`src/rgmu_pkg.sv`:
```
`timescale 1ns / 1ps

package rgmu_pkg;

  localparam int NUM_BITS  = 256;
  localparam int LOG_DEPTH = 4096;

  localparam int IDX_W  = 8;
  localparam int BIT_AW = $clog2(NUM_BITS);
  localparam int LOG_AW = $clog2(LOG_DEPTH);
  localparam int CNT_W  = $clog2(LOG_DEPTH + 1);
  localparam int HC_W   = 13;
  localparam int TGT_W  = 13;
  localparam int CMP_W  = (CNT_W > TGT_W) ? CNT_W : TGT_W;
  localparam int LIM_W  = 9;

  localparam logic [LIM_W-1:0] LIM_RESET = 9'd256;

  typedef enum logic [1:0] {
    ACT_EXEC    = 2'd0,
    ACT_BACK    = 2'd1,
    ACT_FWD     = 2'd2,
    ACT_RESTORE = 2'd3
  } action_e;

  typedef enum logic [1:0] {
    GATE_CCNOT = 2'd0,
    GATE_CNOT  = 2'd1,
    GATE_NOT   = 2'd2,
    GATE_SWAP  = 2'd3
  } gate_e;

  typedef enum logic [2:0] {
    ST_OK         = 3'd0,
    ST_LOG_FULL   = 3'd1,
    ST_NO_UNDO    = 3'd2,
    ST_NO_REDO    = 3'd3,
    ST_BAD_INDEX  = 3'd4,
    ST_BAD_TARGET = 3'd5
  } status_e;

  typedef struct packed {
    gate_e            kind;
    logic [IDX_W-1:0] a;
    logic [IDX_W-1:0] b;
    logic [IDX_W-1:0] c;
  } log_entry_t;

  typedef struct packed {
    action_e          action;
    gate_e            gate_kind;
    logic [IDX_W-1:0] index_a;
    logic [IDX_W-1:0] index_b;
    logic [IDX_W-1:0] index_c;
    logic [TGT_W-1:0] target_count;
  } in_item_t;

  typedef struct packed {
    logic [HC_W-1:0] history_count;
    logic            bit_a;
    logic            bit_b;
    logic            bit_c;
    status_e         status;
  } out_item_t;

  typedef struct packed {
    logic    load_item;
    logic    sel_item;
    logic    rd_c;
    logic    cap_ab;
    logic    wr_first;
    logic    wr_second;
    logic    exec_commit;
    logic    log_back;
    logic    log_fwd;
    logic    ent_from_log;
    logic    st_load;
    status_e st_val;
    logic    out_load;
  } dp_cmd_t;

  typedef struct packed {
    action_e act;
    logic    bad_index;
    logic    log_full;
    logic    cnt_zero;
    logic    redo_empty;
    logic    bad_target;
    logic    at_target;
    logic    ent_swap;
    logic    out_free;
  } dp_stat_t;

endpackage

```
`src/rgmu_ctrl.sv`:
```
`timescale 1ns / 1ps

module rgmu_ctrl (
  input  logic               clk_i,
  input  logic               rst_ni,
  input  logic               in_valid_i,
  output logic               in_ready_o,
  input  rgmu_pkg::dp_stat_t stat_i,
  output rgmu_pkg::dp_cmd_t  cmd_o
);
  import rgmu_pkg::*;

  typedef enum logic [10:0] {
    S_IDLE  = 11'b000_0000_0001,
    S_CHECK = 11'b000_0000_0010,
    S_RWIND = 11'b000_0000_0100,
    S_LOAD  = 11'b000_0000_1000,
    S_A_AB  = 11'b000_0001_0000,
    S_A_C   = 11'b000_0010_0000,
    S_A_W1  = 11'b000_0100_0000,
    S_A_W2  = 11'b000_1000_0000,
    S_O_AB  = 11'b001_0000_0000,
    S_O_C   = 11'b010_0000_0000,
    S_O_OUT = 11'b100_0000_0000
  } state_e;

  state_e state_q, state_d;
  state_e after_apply;

  assign in_ready_o  = (state_q == S_IDLE);
  assign after_apply = (stat_i.act == ACT_RESTORE) ? S_RWIND : S_O_AB;

  always_comb begin
    cmd_o   = '0;
    state_d = state_q;
    case (state_q)
      S_IDLE: begin
        if (in_valid_i) begin
          cmd_o.load_item = 1'b1;
          state_d         = S_CHECK;
        end
      end
      S_CHECK: begin
        cmd_o.st_load = 1'b1;
        cmd_o.st_val  = ST_OK;
        state_d       = S_O_AB;
        case (stat_i.act)
          ACT_EXEC: begin
            if (stat_i.bad_index) begin
              cmd_o.st_val = ST_BAD_INDEX;
            end else if (stat_i.log_full) begin
              cmd_o.st_val = ST_LOG_FULL;
            end else begin
              cmd_o.exec_commit = 1'b1;
              state_d           = S_A_AB;
            end
          end
          ACT_BACK: begin
            if (stat_i.cnt_zero) begin
              cmd_o.st_val = ST_NO_UNDO;
            end else begin
              cmd_o.log_back = 1'b1;
              state_d        = S_LOAD;
            end
          end
          ACT_FWD: begin
            if (stat_i.redo_empty) begin
              cmd_o.st_val = ST_NO_REDO;
            end else begin
              cmd_o.log_fwd = 1'b1;
              state_d       = S_LOAD;
            end
          end
          ACT_RESTORE: begin
            if (stat_i.bad_target) begin
              cmd_o.st_val = ST_BAD_TARGET;
            end else begin
              state_d = S_RWIND;
            end
          end
          default: begin
            state_d = S_O_AB;
          end
        endcase
      end
      S_RWIND: begin
        if (stat_i.at_target) begin
          state_d = S_O_AB;
        end else begin
          cmd_o.log_back = 1'b1;
          state_d        = S_LOAD;
        end
      end
      S_LOAD: begin
        cmd_o.ent_from_log = 1'b1;
        state_d            = S_A_AB;
      end
      S_A_AB: begin
        state_d = S_A_C;
      end
      S_A_C: begin
        cmd_o.rd_c   = 1'b1;
        cmd_o.cap_ab = 1'b1;
        state_d      = S_A_W1;
      end
      S_A_W1: begin
        cmd_o.wr_first = 1'b1;
        state_d        = stat_i.ent_swap ? S_A_W2 : after_apply;
      end
      S_A_W2: begin
        cmd_o.wr_second = 1'b1;
        state_d         = after_apply;
      end
      S_O_AB: begin
        cmd_o.sel_item = 1'b1;
        state_d        = S_O_C;
      end
      S_O_C: begin
        cmd_o.sel_item = 1'b1;
        cmd_o.rd_c     = 1'b1;
        cmd_o.cap_ab   = 1'b1;
        state_d        = S_O_OUT;
      end
      S_O_OUT: begin
        cmd_o.sel_item = 1'b1;
        cmd_o.rd_c     = 1'b1;
        if (stat_i.out_free) begin
          cmd_o.out_load = 1'b1;
          state_d        = S_IDLE;
        end
      end
      default: begin
        state_d = S_IDLE;
      end
    endcase
  end

  always_ff @(posedge clk_i or negedge rst_ni) begin
    if (!rst_ni) begin
      state_q <= S_IDLE;
    end else begin
      state_q <= state_d;
    end
  end

endmodule

```
`config.mk`:
```
export PLATFORM = sky130hd
export DESIGN_NAME = rgmu_ctrl
export DESIGN_NICKNAME = d
export VERILOG_FILES = /design/src/rgmu_pkg.sv /design/src/rgmu_ctrl.sv
export SDC_FILE = /design/constraint.sdc
export NUM_CORES = 1
export LEC_CHECK = 0
export BUFFER_PORTS_ARGS = -buffer_cell sky130_fd_sc_hd__buf_4
export CAP_MARGIN = 10
export CORE_MARGIN = 10
export CORE_UTILIZATION = 35
export CTS_CLUSTER_DIAMETER = 50
export CTS_CLUSTER_SIZE = 24
export DETAILED_ROUTE_END_ITERATION = 16
export SYNTH_ARGS = -nofsm -noshare
export SYNTH_HDL_FRONTEND = slang
export SYNTH_SLANG_ARGS = --single-unit
export TNS_END_PERCENT = 100
```
`constraint.sdc`:
```
create_clock -name clk_i -period 1.9 [get_ports clk_i]
set_input_delay 0.19 -clock clk_i [delete_from_list [all_inputs] [get_ports clk_i]]
set_output_delay 0.19 -clock clk_i [all_outputs]
set_load 0.01 [all_outputs]
```
==> flow_results.xml, run 1 <==
<?xml version="1.0" encoding="UTF-8"?>
<metrics>
  <group name="outcome">
    <metric name="status" unit="">finished, violations left</metric>
    <metric name="failing_checks" unit="">negative setup slack</metric>
  </group>
  <group name="cells_and_area">
    <metric name="top_register" unit="">state_q</metric>
    <metric name="reg.largest.list" unit="">state_q x11</metric>
    <metric name="final.fill_count" unit="">229</metric>
    <metric name="finish.utilization" unit="%">56.7</metric>
    <metric name="drive_gt1_share" unit="%">45.3</metric>
    <metric name="most-common-layout-cells" unit="">40 x buf_4, 13 x nor2_1, 10 x dfrtp_1</metric>
    <metric name="most_common_library_cell_in_the_layout_ignoring_fill_and_taps" unit="">buf_4</metric>
    <metric name="number_of_flip_flops_in_the_largest_register" unit="">11</metric>
    <metric name="num_antenna_cells" unit="">0</metric>
    <metric name="final_net_count" unit="">173</metric>
    <metric name="layout-area-overhead-vs-synth" unit="%">55.8</metric>
  </group>
  <group name="detailed_routing">
    <metric name="detail_route.wl_per_cell" unit="um">14.1</metric>
    <metric name="drtIter0Drc" unit="">60</metric>
    <metric name="route.vias.total" unit="">986</metric>
    <metric name="vias_per_cell" unit="">5.22</metric>
    <metric name="detail_route.drc_violations" unit="">0</metric>
    <metric name="detail-route-antenna-nets" unit="">0</metric>
    <metric name="overall_routed_net_length" unit="mm">2.67</metric>
    <metric name="drt_first_pass_iters" unit="">4</metric>
  </group>
  <group name="sta">
    <metric name="timing.clock.skew" unit="ns">0.0115</metric>
    <metric name="min_cycle_time_layout" unit="ns">2.31</metric>
    <metric name="worst-slew-pin-transition" unit="ns">0.349</metric>
    <metric name="layout_setup_ws" unit="ns">-0.414</metric>
    <metric name="rsz_0062_raised_after_global_routing" unit="">true</metric>
    <metric name="final_max_slew_viol_count" unit="">0</metric>
    <metric name="finalHoldWorstSlack" unit="ns">0.133</metric>
    <metric name="fmaxAchievable" unit="MHz">432</metric>
    <metric name="maxSlewHeadroom" unit="%">76.4</metric>
    <metric name="finalHoldViolations" unit="">0</metric>
    <metric name="setup_violating_endpoint_count_in_the_final_report" unit="">15</metric>
    <metric name="period_utilization" unit="%">122</metric>
  </group>
  <group name="placed_design">
    <metric name="hpwl" unit="mm">2.07</metric>
    <metric name="port_buffer_count" unit="">28</metric>
    <metric name="place.gp.congestion" unit="">0.810</metric>
  </group>
  <group name="floorplan">
    <metric name="initial_utilization" unit="%">36.4</metric>
    <metric name="die_area" unit="sq um">5010</metric>
    <metric name="fp-row-count" unit="">18</metric>
    <metric name="fp.dieW" unit="um">70.8</metric>
    <metric name="core_region_area" unit="sq um">2480</metric>
    <metric name="fp.dieH" unit="um">70.8</metric>
    <metric name="ioPinCount" unit="">29</metric>
  </group>
  <group name="yosys">
    <metric name="synth-async-reset-ratio" unit="%">100</metric>
    <metric name="synth-edff-count" unit="">0</metric>
    <metric name="synth_ff_type" unit="">dfrtp_1</metric>
    <metric name="syn_area_per_cell" unit="sq um">8.05</metric>
    <metric name="post_synthesis_net_count" unit="">125</metric>
    <metric name="ys_seq_area_share" unit="%">30.7</metric>
    <metric name="synth.cell_area" unit="sq um">902</metric>
    <metric name="yosys_warnings" unit="">0</metric>
    <metric name="ys_seq_elements" unit="">11</metric>
    <metric name="syn_inst" unit="">112</metric>
    <metric name="post_synth_num_cell_types" unit="">37</metric>
  </group>
  <group name="clocking">
    <metric name="ctsRootBufferMaster" unit="">clkbuf_4</metric>
    <metric name="cts.sinks" unit="">11</metric>
    <metric name="cts_made_buffers" unit="">3</metric>
    <metric name="cts_tree" unit="">done</metric>
    <metric name="clock_path_buffers" unit="">2</metric>
    <metric name="htree_levels" unit="">1</metric>
    <metric name="worstSkewPairLatency" unit="ns">0.28</metric>
    <metric name="worst_setup_hold_path_clk_slew" unit="ns">0.08</metric>
  </group>
  <group name="critical_path">
    <metric name="setup.worst_path.class" unit="">flop to output pin</metric>
    <metric name="worst_setup_path_end_kind" unit="">output pin</metric>
    <metric name="critical_path.cell_chain" unit="">or4_4 -&gt; or4_4 -&gt; clkinv_4 -&gt; and3_4 -&gt; buf_6</metric>
    <metric name="worstSetupStartpointType" unit="">flop</metric>
    <metric name="slowest_library_cell_on_the_worst_path" unit="">or4_4</metric>
    <metric name="worstPathArrival" unit="ns">2.12</metric>
    <metric name="timing.critical_path.mode_cell" unit="">or4_4</metric>
    <metric name="slowest_delay" unit="ns">0.57</metric>
    <metric name="crit_path_max_fanout" unit="">6</metric>
    <metric name="setup.reg_to_reg.worst_slack" unit="ns">-0.09</metric>
    <metric name="required_time_of_the_worst_setup_path" unit="ns">1.71</metric>
  </group>
  <group name="pwr">
    <metric name="power.ir.vdd_worst" unit="V">0.000748</metric>
    <metric name="cellPowerDensity" unit="nW/um^2">890</metric>
    <metric name="switching_share" unit="%">38.8</metric>
    <metric name="power.net_switching" unit="mW">0.486</metric>
    <metric name="p_comb_share" unit="%">61.1</metric>
    <metric name="static-leakage-power" unit="nW">0.643</metric>
    <metric name="internal-power" unit="mW">0.765</metric>
    <metric name="total_power" unit="mW">1.25</metric>
    <metric name="share_clk_of_total_power" unit="%">13.4</metric>
    <metric name="share_seq_of_total_power" unit="%">25.5</metric>
  </group>
  <group name="global_route">
    <metric name="grt.overflow.total" unit="">0</metric>
    <metric name="global_route.usage.total" unit="%">10.5</metric>
    <metric name="grt_start_max_net_pins" unit="">12</metric>
    <metric name="number_of_antenna_violations_at_the_first_check_in_global_routing" unit="">0</metric>
    <metric name="grt_pass1_vias" unit="">970</metric>
    <metric name="grt_pass1_wl" unit="mm">4.44</metric>
  </group>
  <group name="min_path">
    <metric name="hp-class" unit="">primary input to flop</metric>
  </group>
  <group name="flow_run">
    <metric name="drv.max_cap_violation_count" unit="">0</metric>
  </group>
</metrics>
==> cells in the mapped netlist (2+ instances only) <==
library cell   n  share of area [%]
inv_1          2               0.83
or4_4          2                2.5
nand3_1        3                1.7
dfrtp_1       10                 28
a21oi_1        5                2.8
nor2b_1        3                2.1
o21ai_0        7                3.9
nand2_1        8                3.3
xnor2_1        3                2.9
xor2_1         2                1.9
nand4_1        2                1.4
nor3_1         5                2.8
nor4b_1        5                4.9
nor2_1        16                6.7
and2_1         4                2.8
a211oi_1       2                1.7
clkbuf_1       5                2.1
nand2b_1       7                4.9
nor4_1         3                2.1
==> through the flow <==
stage	setup TNS, ns	cell area, sq um	instances	setup slack, ns
after floorplan	-0.792	925	112	-0.131
after global placement	-0.350	1260	180	-0.118
after detailed placement	-0.560	1260	180	-0.141
after CTS	-4.77	1350	188	-0.433
after global routing	-5.76	1410	189	-0.487
final	-4.29	1410	189	-0.414
==> cell type report <==
type | count | area [sq um] | share of cell area (%)
well taps | 30 | 37.5 | 2.67
clock buffers | 3 | 22.5 | 1.60
repair buffers | 49 | 400 | 28.5
multi-input cells | 92 | 647 | 46.0
inverters | 3 | 16.3 | 1.16
clock inverters | 1 | 5.00 | 0.356
flip-flops and latches | 11 | 277 | 19.7
==> power groups by stage <==
| stage | logic [mW] | registers (mW) | clock network [mW] |
|---|---|---|---|
| 6_report | 0.765 | 0.318 | 0.168 |
| 5_1_grt | 0.834 | 0.328 | 0.185 |
| 4_1_cts | 0.679 | 0.313 | 0.168 |
| 3_5_place_dp | 0.628 | 0.315 | 0 |
| 3_3_place_gp | 0.615 | 0.315 | 0 |
| 2_1_floorplan | 0.370 | 0.310 | 0 |
==> metal layers <==
| metal | part of all wire, % | track usage [%] | vias to the layer above |
|---|---|---|---|
| met5 | 0 | 0 | - |
| met4 | 1.5 | 2.80 | 0 |
| met3 | 7.8 | 4.74 | 5 |
| met2 | 49 | 16.8 | 40 |
| met1 | 42 | 12.4 | 438 |
| li1 | - | - | 503 |
==> worst paths after layout <==
kind                                              from                 endpoint  cells past startpoint
min in group asynchronous                       rst_ni  state_q[10]$_DFFE_PN0P_                      2
max in group asynchronous                       rst_ni   state_q[0]$_DFFE_PN1P_                      2
worst max-delay path            state_q[2]$_DFFE_PN0P_                 cmd_o[6]                      5
worst min-delay path                        in_valid_i   state_q[1]$_DFFE_PN0P_                      2
worst min register to register  state_q[8]$_DFFE_PN0P_  state_q[10]$_DFFE_PN0P_                      2
worst max register to register  state_q[2]$_DFFE_PN0P_   state_q[2]$_DFFE_PN0P_                      7
==> timing repair <==
action	in CTS	in global routing
setup endpoints to repair	15	19
endpoints found under the hold margin	11	0
cloned	0	0
hold buffers	1	0
setup buffers	3	3
pin swaps	4	3
gates resized for setup	7	14
==> worst max-delay path, delay by kind of cell (launching register included) <==
kind,cells,cell delay [ns]
buffers and inverters,2,0.18
DFF,1,0.38
and+or+nand+nor,3,1.28
==> logic make-up after synthesis <==
family / after synthesis / share of synthesized area (%)
compound gates: 20 / 13.9
xor+xnor: 5 / 4.86
buf+inv: 9 / 4.58
flops: 11 / 30.7
mux: 1 / 2.50
simple gates: 66 / 43.6
Note: power is estimated with default switching activity, not from simulation.
==> run 2: changes to the inputs <==
--- a/config.mk
+++ b/config.mk
@@ -12,6 +12,7 @@
 export CTS_CLUSTER_DIAMETER = 50
 export CTS_CLUSTER_SIZE = 24
 export DETAILED_ROUTE_END_ITERATION = 16
+export SETUP_SLACK_MARGIN = 0.5
 export SYNTH_ARGS = -nofsm -noshare
 export SYNTH_HDL_FRONTEND = slang
 export SYNTH_SLANG_ARGS = --single-unit
==> run 2 against run 1 <==
The run still ends with negative setup slack left. Maximum frequency fell by 0.29%. Critical path type unchanged. Via count rose by 5.0%. Total power rose by 9.6%. Setup slack got worse by 0.0067 ns. Wire length rose by 7.5%. Sequential power rose by 4%. Sequential share of layout area fell by 1.5 points. Global-route usage rose by 0.54 points.
==> flow_results.xml, run 2 (synthesis results as in run 1) <==
<?xml version="1.0" encoding="UTF-8"?>
<metrics>
  <group name="outcome">
    <metric name="status" unit="">finished, violations left</metric>
    <metric name="failing_checks" unit="">negative setup slack</metric>
  </group>
  <group name="detailed_routing">
    <metric name="route.vias.total" unit="">1035</metric>
    <metric name="overall_routed_net_length" unit="mm">2.87</metric>
    <metric name="drtIter0Drc" unit="">38</metric>
    <metric name="detail_route.drc_violations" unit="">0</metric>
    <metric name="detail_route.wl_per_cell" unit="um">14.6</metric>
    <metric name="vias_per_cell" unit="">5.28</metric>
    <metric name="drt_first_pass_iters" unit="">4</metric>
    <metric name="detail-route-antenna-nets" unit="">0</metric>
  </group>
  <group name="cells_and_area">
    <metric name="num_antenna_cells" unit="">0</metric>
    <metric name="drive_gt1_share" unit="%">53.0</metric>
    <metric name="multi_input_comb_area" unit="sq um">711</metric>
    <metric name="layout-area-overhead-vs-synth" unit="%">69.1</metric>
    <metric name="most_common_library_cell_in_the_layout_ignoring_fill_and_taps" unit="">buf_4</metric>
    <metric name="top_register" unit="">state_q</metric>
    <metric name="ff_latch_area" unit="sq um">277</metric>
    <metric name="number_of_flip_flops_in_the_largest_register" unit="">11</metric>
    <metric name="reg.largest.list" unit="">state_q x11</metric>
    <metric name="fin_cells" unit="">196</metric>
    <metric name="final.fill_count" unit="">226</metric>
    <metric name="final_net_count" unit="">180</metric>
    <metric name="most-common-layout-cells" unit="">46 x buf_4, 10 x nor2_1, 10 x dfrtp_1</metric>
    <metric name="finish.utilization" unit="%">61.6</metric>
  </group>
  <group name="floorplan">
    <metric name="core_region_area" unit="sq um">2480</metric>
    <metric name="initial_utilization" unit="%">36.4</metric>
    <metric name="ioPinCount" unit="">29</metric>
    <metric name="fp.dieW" unit="um">70.8</metric>
    <metric name="fp-row-count" unit="">18</metric>
    <metric name="die_area" unit="sq um">5010</metric>
    <metric name="fp.dieH" unit="um">70.8</metric>
  </group>
  <group name="min_path">
    <metric name="hp-class" unit="">primary input to flop</metric>
    <metric name="hp-start" unit="">in_valid_i</metric>
  </group>
  <group name="global_route">
    <metric name="grt_start_max_net_pins" unit="">12</metric>
    <metric name="number_of_antenna_violations_at_the_first_check_in_global_routing" unit="">0</metric>
    <metric name="grt_pass1_vias" unit="">1036</metric>
    <metric name="grt.overflow.total" unit="">0</metric>
    <metric name="grt_pass1_wl" unit="mm">4.66</metric>
    <metric name="global_route.usage.total" unit="%">11.0</metric>
  </group>
  <group name="clocking">
    <metric name="ctsRootBufferMaster" unit="">clkbuf_4</metric>
    <metric name="worstSkewPairLatency" unit="ns">0.28</metric>
    <metric name="cts_made_buffers" unit="">3</metric>
    <metric name="htree_levels" unit="">1</metric>
    <metric name="clock_path_buffers" unit="">2</metric>
    <metric name="cts_tree" unit="">done</metric>
    <metric name="worst_setup_hold_path_clk_slew" unit="ns">0.08</metric>
    <metric name="cts.sinks" unit="">11</metric>
  </group>
  <group name="sta">
    <metric name="maxSlewHeadroom" unit="%">75.0</metric>
    <metric name="rsz_0062_raised_after_global_routing" unit="">true</metric>
    <metric name="setup_violating_endpoint_count_in_the_final_report" unit="">16</metric>
    <metric name="layout_setup_ws" unit="ns">-0.420</metric>
    <metric name="setup_tns" unit="ns">-4.34</metric>
    <metric name="fmaxAchievable" unit="MHz">431</metric>
    <metric name="finalHoldViolations" unit="">0</metric>
    <metric name="worst-slew-pin-transition" unit="ns">0.370</metric>
    <metric name="period_utilization" unit="%">122</metric>
    <metric name="min_cycle_time_layout" unit="ns">2.32</metric>
    <metric name="timing.clock.skew" unit="ns">0.00678</metric>
    <metric name="final_max_slew_viol_count" unit="">0</metric>
  </group>
  <group name="placed_design">
    <metric name="place_inst" unit="">180</metric>
    <metric name="port_buffer_count" unit="">28</metric>
    <metric name="place.gp.congestion" unit="">0.804</metric>
    <metric name="place_ws" unit="ns">-0.148</metric>
    <metric name="hpwl" unit="mm">2.15</metric>
  </group>
  <group name="critical_path">
    <metric name="worstPathArrival" unit="ns">2.13</metric>
    <metric name="regToRegStartpoint" unit="">state_q[2]$_DFFE_PN0P_</metric>
    <metric name="required_time_of_the_worst_setup_path" unit="ns">1.71</metric>
    <metric name="setup.worst_path.start" unit="">state_q[2]$_DFFE_PN0P_</metric>
    <metric name="crit_path_max_fanout" unit="">6</metric>
    <metric name="worstSetupStartpointType" unit="">flop</metric>
    <metric name="setup.worst_path.class" unit="">flop to output pin</metric>
    <metric name="worst_setup_path_end_kind" unit="">output pin</metric>
  </group>
  <group name="pwr">
    <metric name="static-leakage-power" unit="nW">0.686</metric>
    <metric name="cellPowerDensity" unit="nW/um^2">899</metric>
    <metric name="power.ir.vdd_worst" unit="V">0.000606</metric>
    <metric name="total_power" unit="mW">1.37</metric>
  </group>
  <group name="flow_run">
    <metric name="drv.max_cap_violation_count" unit="">0</metric>
  </group>
</metrics>
==> run 2: area by class of cell <==
cell class,count,share of cell area (%)
inverter,3,1.07
tap,30,2.46
sequential,11,18.1
timing repair buffer,56,29.9
multi-input combinational,92,46.6
clock buffer,3,1.48
clock inverter,1,0.328
==> run 2: power by group <==
group	switching, mW	internal [mW]	leakage [nW]	total, mW
clock network	0.0885	0.0780	0.0177	0.167
logic	0.395	0.478	0.519	0.873
registers	0.0566	0.275	0.149	0.332
==> run 2: worst max-delay path, cell delays in order (launching register included) <==
cell	delay (ns)
dfrtp_1	0.38
or4_4	0.54
or4_4	0.58
clkinv_4	0.08
and3_4	0.18
buf_6	0.10
==> run 2: per-layer routing <==
layer	GRT usage, %	up-vias	share of wire (%)
li1	-	515	-
met5	0	-	0
met4	1.94	0	0.49
met1	12.1	491	43
met3	4.46	2	5.1
met2	19.6	27	51
==> run 2: final timing paths <==
path | endpoint | slack [ns] | cells past startpoint
max | cmd_o[6] | -0.42 | 5
min | state_q[1]$_DFFE_PN0P_ | 0.14 | 2
max reg2reg | state_q[2]$_DFFE_PN0P_ | -0.11 | 7
min reg2reg | state_q[10]$_DFFE_PN0P_ | 0.64 | 2
max in group asynchronous | state_q[0]$_DFFE_PN1P_ | 1.39 | 2
min in group asynchronous | state_q[1]$_DFFE_PN0P_ | 0.28 | 2
==> run 2: repair_timing <==
action | in CTS | in global routing
hold buffers | 1 | 0
resized for setup | 17 | 14
endpoints found under the hold margin | 11 | 0
buffers inserted | 5 | 6
endpoints found under the setup margin | 24 | 24
pin swaps | 6 | 8
==> run 2: metrics by stage <==
stage | instance area [sq um] | hold WS, ns
after floorplan | 937 | -0.106
after global placement | 1270 | 0.0302
after detailed placement | 1270 | 0.0335
after CTS | 1430 | 0.138
after global routing | 1530 | 0.143
final | 1530 | 0.138
==> run 3: changes to the inputs <==
--- a/config.mk
+++ b/config.mk
@@ -5,9 +5,10 @@
 export SDC_FILE = /design/constraint.sdc
 export NUM_CORES = 1
 export LEC_CHECK = 0
+export ABC_AREA = 1
 export BUFFER_PORTS_ARGS = -buffer_cell sky130_fd_sc_hd__buf_4
 export CAP_MARGIN = 10
-export CORE_MARGIN = 10
+export CORE_MARGIN = 8
 export CORE_UTILIZATION = 35
 export CTS_CLUSTER_DIAMETER = 50
 export CTS_CLUSTER_SIZE = 24
==> run 3 against run 2 <==
The flow now finishes without violations. Register-to-register slack gained 0.42 ns. Count of clock-buffer cells in the layout up 1. Critical path depth up 3. Maximum frequency is 35% higher. Setup slack improved by 0.60 ns. Worst hold slack got worse by 0.023 ns. Die area shrank 15%. Global-route usage increased by 1.2 points. Design area shrank 10%. Clock power fell by 3%. First-iteration DRC count fell by 26%. Via count decreased by 4.4%. Critical endpoint is now cmd_o[7]. Largest cell class unchanged.
==> flow_results.xml, run 3 <==
<?xml version="1.0" encoding="UTF-8"?>
<metrics>
  <group name="flow_run">
    <metric name="drv.max_cap_violation_count" unit="">0</metric>
  </group>
  <group name="min_path">
    <metric name="worst_hold_path.num_cells" unit="">2</metric>
    <metric name="hp-class" unit="">primary input to flop</metric>
  </group>
  <group name="placed_design">
    <metric name="place_inst" unit="">186</metric>
    <metric name="placed_cell_area" unit="sq um">1100</metric>
    <metric name="place_ws" unit="ns">0.439</metric>
    <metric name="place.gp.congestion" unit="">0.767</metric>
    <metric name="port_buffer_count" unit="">28</metric>
    <metric name="hpwl" unit="mm">1.77</metric>
  </group>
  <group name="yosys">
    <metric name="synth.cell_area" unit="sq um">855</metric>
    <metric name="synth-async-reset-ratio" unit="%">100</metric>
    <metric name="synth_top_cell_by_area" unit="">dfrtp_1</metric>
    <metric name="yosys_warnings" unit="">0</metric>
    <metric name="netlist.area_leader.share" unit="%">29.3</metric>
    <metric name="synth-edff-count" unit="">0</metric>
    <metric name="syn_inst" unit="">128</metric>
    <metric name="post_synthesis_net_count" unit="">141</metric>
    <metric name="post_synth_num_cell_types" unit="">23</metric>
    <metric name="synthTopCellsByArea" unit="">dfrtp_1 29%, nand2_1 12%, inv_1 11%</metric>
    <metric name="ys_seq_area_share" unit="%">32.4</metric>
    <metric name="ys_seq_elements" unit="">11</metric>
    <metric name="yosysMostFrequentCell" unit="">nand2_1</metric>
    <metric name="syn_area_per_cell" unit="sq um">6.68</metric>
    <metric name="synth_ff_type" unit="">dfrtp_1</metric>
    <metric name="netlist_top_cells_count" unit="">28 x nand2_1, 24 x inv_1, 19 x nor2_1</metric>
  </group>
  <group name="cells_and_area">
    <metric name="ff_latch_area" unit="sq um">277</metric>
    <metric name="finish.instance_area" unit="sq um">1370</metric>
    <metric name="fin_cells" unit="">209</metric>
    <metric name="layout-area-overhead-vs-synth" unit="%">59.9</metric>
    <metric name="most-common-layout-cells" unit="">38 x buf_4, 23 x nand2_1, 20 x inv_1</metric>
    <metric name="num_antenna_cells" unit="">0</metric>
    <metric name="final_net_count" unit="">193</metric>
    <metric name="finish.utilization" unit="%">57.2</metric>
    <metric name="reg.largest.list" unit="">state_q x11</metric>
    <metric name="number_of_flip_flops_in_the_largest_register" unit="">11</metric>
    <metric name="top_register" unit="">state_q</metric>
    <metric name="most_common_library_cell_in_the_layout_ignoring_fill_and_taps" unit="">buf_4</metric>
    <metric name="multi_input_comb_area" unit="sq um">529</metric>
    <metric name="drive_gt1_share" unit="%">49.7</metric>
    <metric name="final.fill_count" unit="">237</metric>
  </group>
  <group name="critical_path">
    <metric name="slowest_library_cell_on_the_worst_path" unit="">dfrtp_1</metric>
    <metric name="crit_path_max_fanout" unit="">6</metric>
    <metric name="crit_family" unit="">simple AND/OR/NAND/NOR gates</metric>
    <metric name="critical_path.cell_chain" unit="">inv_2 -&gt; nand3_4 -&gt; nor2_8 -&gt; nand2_4 -&gt; inv_4 -&gt; nand3b_1 -&gt; nand2_1 -&gt; buf_4</metric>
    <metric name="slowest_delay" unit="ns">0.40</metric>
    <metric name="reg2regPathDepth" unit="">10</metric>
    <metric name="worst_setup_path_end_kind" unit="">output pin</metric>
    <metric name="setup.worst_path.class" unit="">flop to output pin</metric>
    <metric name="worstPathArrival" unit="ns">1.53</metric>
    <metric name="critical_path_cell_count" unit="">8</metric>
    <metric name="timing.critical_path.buf_inv" unit="">3</metric>
    <metric name="required_time_of_the_worst_setup_path" unit="ns">1.71</metric>
    <metric name="worstSetupStartpointType" unit="">flop</metric>
  </group>
  <group name="pwr">
    <metric name="share_clk_of_total_power" unit="%">14.8</metric>
    <metric name="total_power" unit="mW">1.10</metric>
    <metric name="share_seq_of_total_power" unit="%">26.8</metric>
    <metric name="cellPowerDensity" unit="nW/um^2">804</metric>
    <metric name="p_comb_share" unit="%">58.4</metric>
    <metric name="internal-power" unit="mW">0.644</metric>
    <metric name="power.ir.vdd_worst" unit="V">0.000467</metric>
    <metric name="power.net_switching" unit="mW">0.454</metric>
    <metric name="switching_share" unit="%">41.3</metric>
    <metric name="static-leakage-power" unit="nW">0.788</metric>
  </group>
  <group name="detailed_routing">
    <metric name="route.vias.total" unit="">989</metric>
    <metric name="drt_first_pass_iters" unit="">4</metric>
    <metric name="drtIter0Drc" unit="">28</metric>
    <metric name="detail-route-antenna-nets" unit="">0</metric>
    <metric name="detail_route.wl_per_cell" unit="um">11.8</metric>
    <metric name="detail_route.drc_violations" unit="">0</metric>
    <metric name="overall_routed_net_length" unit="mm">2.47</metric>
    <metric name="vias_per_cell" unit="">4.73</metric>
  </group>
  <group name="global_route">
    <metric name="grt_pass1_vias" unit="">1107</metric>
    <metric name="grt.met3_usage" unit="%">3.06</metric>
    <metric name="grt.overflow.total" unit="">0</metric>
    <metric name="groute.layer.met1.usage" unit="%">12.7</metric>
    <metric name="top_usage_layer" unit="">met2</metric>
    <metric name="grt_start_max_net_pins" unit="">12</metric>
    <metric name="number_of_antenna_violations_at_the_first_check_in_global_routing" unit="">0</metric>
    <metric name="grt_pass1_wl" unit="mm">4.25</metric>
    <metric name="met2_usage" unit="%">22.4</metric>
    <metric name="global_route.usage.total" unit="%">12.3</metric>
  </group>
  <group name="sta">
    <metric name="setup_tns" unit="ns">0</metric>
    <metric name="fmaxAchievable" unit="MHz">583</metric>
    <metric name="finalHoldViolations" unit="">0</metric>
    <metric name="maxSlewHeadroom" unit="%">76.8</metric>
    <metric name="finalHoldWorstSlack" unit="ns">0.115</metric>
    <metric name="rsz_0062_raised_after_global_routing" unit="">true</metric>
    <metric name="timing.clock.skew" unit="ns">0.00170</metric>
    <metric name="setup_violating_endpoint_count_in_the_final_report" unit="">0</metric>
    <metric name="layout_setup_ws" unit="ns">0.184</metric>
    <metric name="min_cycle_time_layout" unit="ns">1.72</metric>
    <metric name="period_utilization" unit="%">90.3</metric>
    <metric name="worst-slew-pin-transition" unit="ns">0.345</metric>
    <metric name="final_max_slew_viol_count" unit="">0</metric>
  </group>
  <group name="outcome">
    <metric name="status" unit="">finished, final reports clean</metric>
  </group>
  <group name="floorplan">
    <metric name="ioPinCount" unit="">29</metric>
    <metric name="die_area" unit="sq um">4280</metric>
    <metric name="fp.dieH" unit="um">65.4</metric>
    <metric name="core_region_area" unit="sq um">2390</metric>
    <metric name="initial_utilization" unit="%">35.8</metric>
    <metric name="fp.dieW" unit="um">65.4</metric>
    <metric name="fp-row-count" unit="">18</metric>
  </group>
  <group name="clocking">
    <metric name="worstSkewPairLatency" unit="ns">0.27</metric>
    <metric name="cts_tree" unit="">done</metric>
    <metric name="cts_made_buffers" unit="">3</metric>
    <metric name="ctsRootBufferMaster" unit="">clkbuf_4</metric>
    <metric name="cts.sinks" unit="">11</metric>
    <metric name="worst_setup_hold_path_clk_slew" unit="ns">0.07</metric>
    <metric name="htree_levels" unit="">1</metric>
    <metric name="clock_path_buffers" unit="">2</metric>
  </group>
</metrics>
==> run 3: cell types whose count changed in the layout (fill, tap and decap cells not counted), sizes merged, moves of 4 or more <==
cell / previous run / this run
and2: 4 / 0
buf: 55 / 46
inv: 2 / 29
nand2: 8 / 34
nand2b: 7 / 0
nand3: 3 / 9
nor2: 16 / 24
nor4: 5 / 1
nor4b: 5 / 0
==> run 3: cell type report <==
cell class,instances,area share [%]
inverter,29,8.15
clock buffer,4,1.92
tap,30,2.75
timing repair buffer,47,28.2
multi-input combinational,88,38.7
sequential,11,20.2
==> run 3: logic make-up after synthesis <==
logic type / after synthesis / synth area share [%]
and+or+nand+nor: 76 / 46.9
DFF: 11 / 32.4
buffers and inverters: 29 / 12.7
AOI/OAI and AO/OA: 12 / 8.05
==> run 3: worst paths after layout <==
path / end / from / slack (ns)
worst min-delay path: state_q[10]$_DFFE_PN0P_ / stat_i[0] / 0.11
worst min register to register: state_q[9]$_DFFE_PN0P_ / state_q[8]$_DFFE_PN0P_ / 0.58
max in group asynchronous: state_q[0]$_DFFE_PN1P_ / rst_ni / 1.39
worst max register to register: state_q[2]$_DFFE_PN0P_ / state_q[2]$_DFFE_PN0P_ / 0.31
min in group asynchronous: state_q[9]$_DFFE_PN0P_ / rst_ni / 0.28
worst max-delay path: cmd_o[7] / state_q[10]$_DFFE_PN0P_ / 0.18
==> run 3: routing by layer <==
| layer | part of all wire, % | vias up |
|---|---|---|
| li1 | - | 502 |
| met1 | 43 | 455 |
| met2 | 49 | 28 |
| met3 | 6.3 | 4 |
| met4 | 1.5 | 0 |
| met5 | 0 | - |
==> run 3: power groups by stage <==
stage | registers, mW | logic (mW) | clock network, mW
floorplan | 0.292 | 0.324 | 0
finish | 0.295 | 0.642 | 0.162
global placement | 0.298 | 0.461 | 0
global route | 0.300 | 0.701 | 0.178
CTS | 0.295 | 0.604 | 0.165
detailed placement | 0.297 | 0.465 | 0
==> run 3: repair_timing <==
item / CTS / global route
setup endpoints to repair: 16 / 19
hold buffers: 1 / 0
buffers inserted: 16 / 2
gates resized for setup: 27 / 5
pin swaps: 5 / 6
endpoints found under the hold margin: 11 / 0
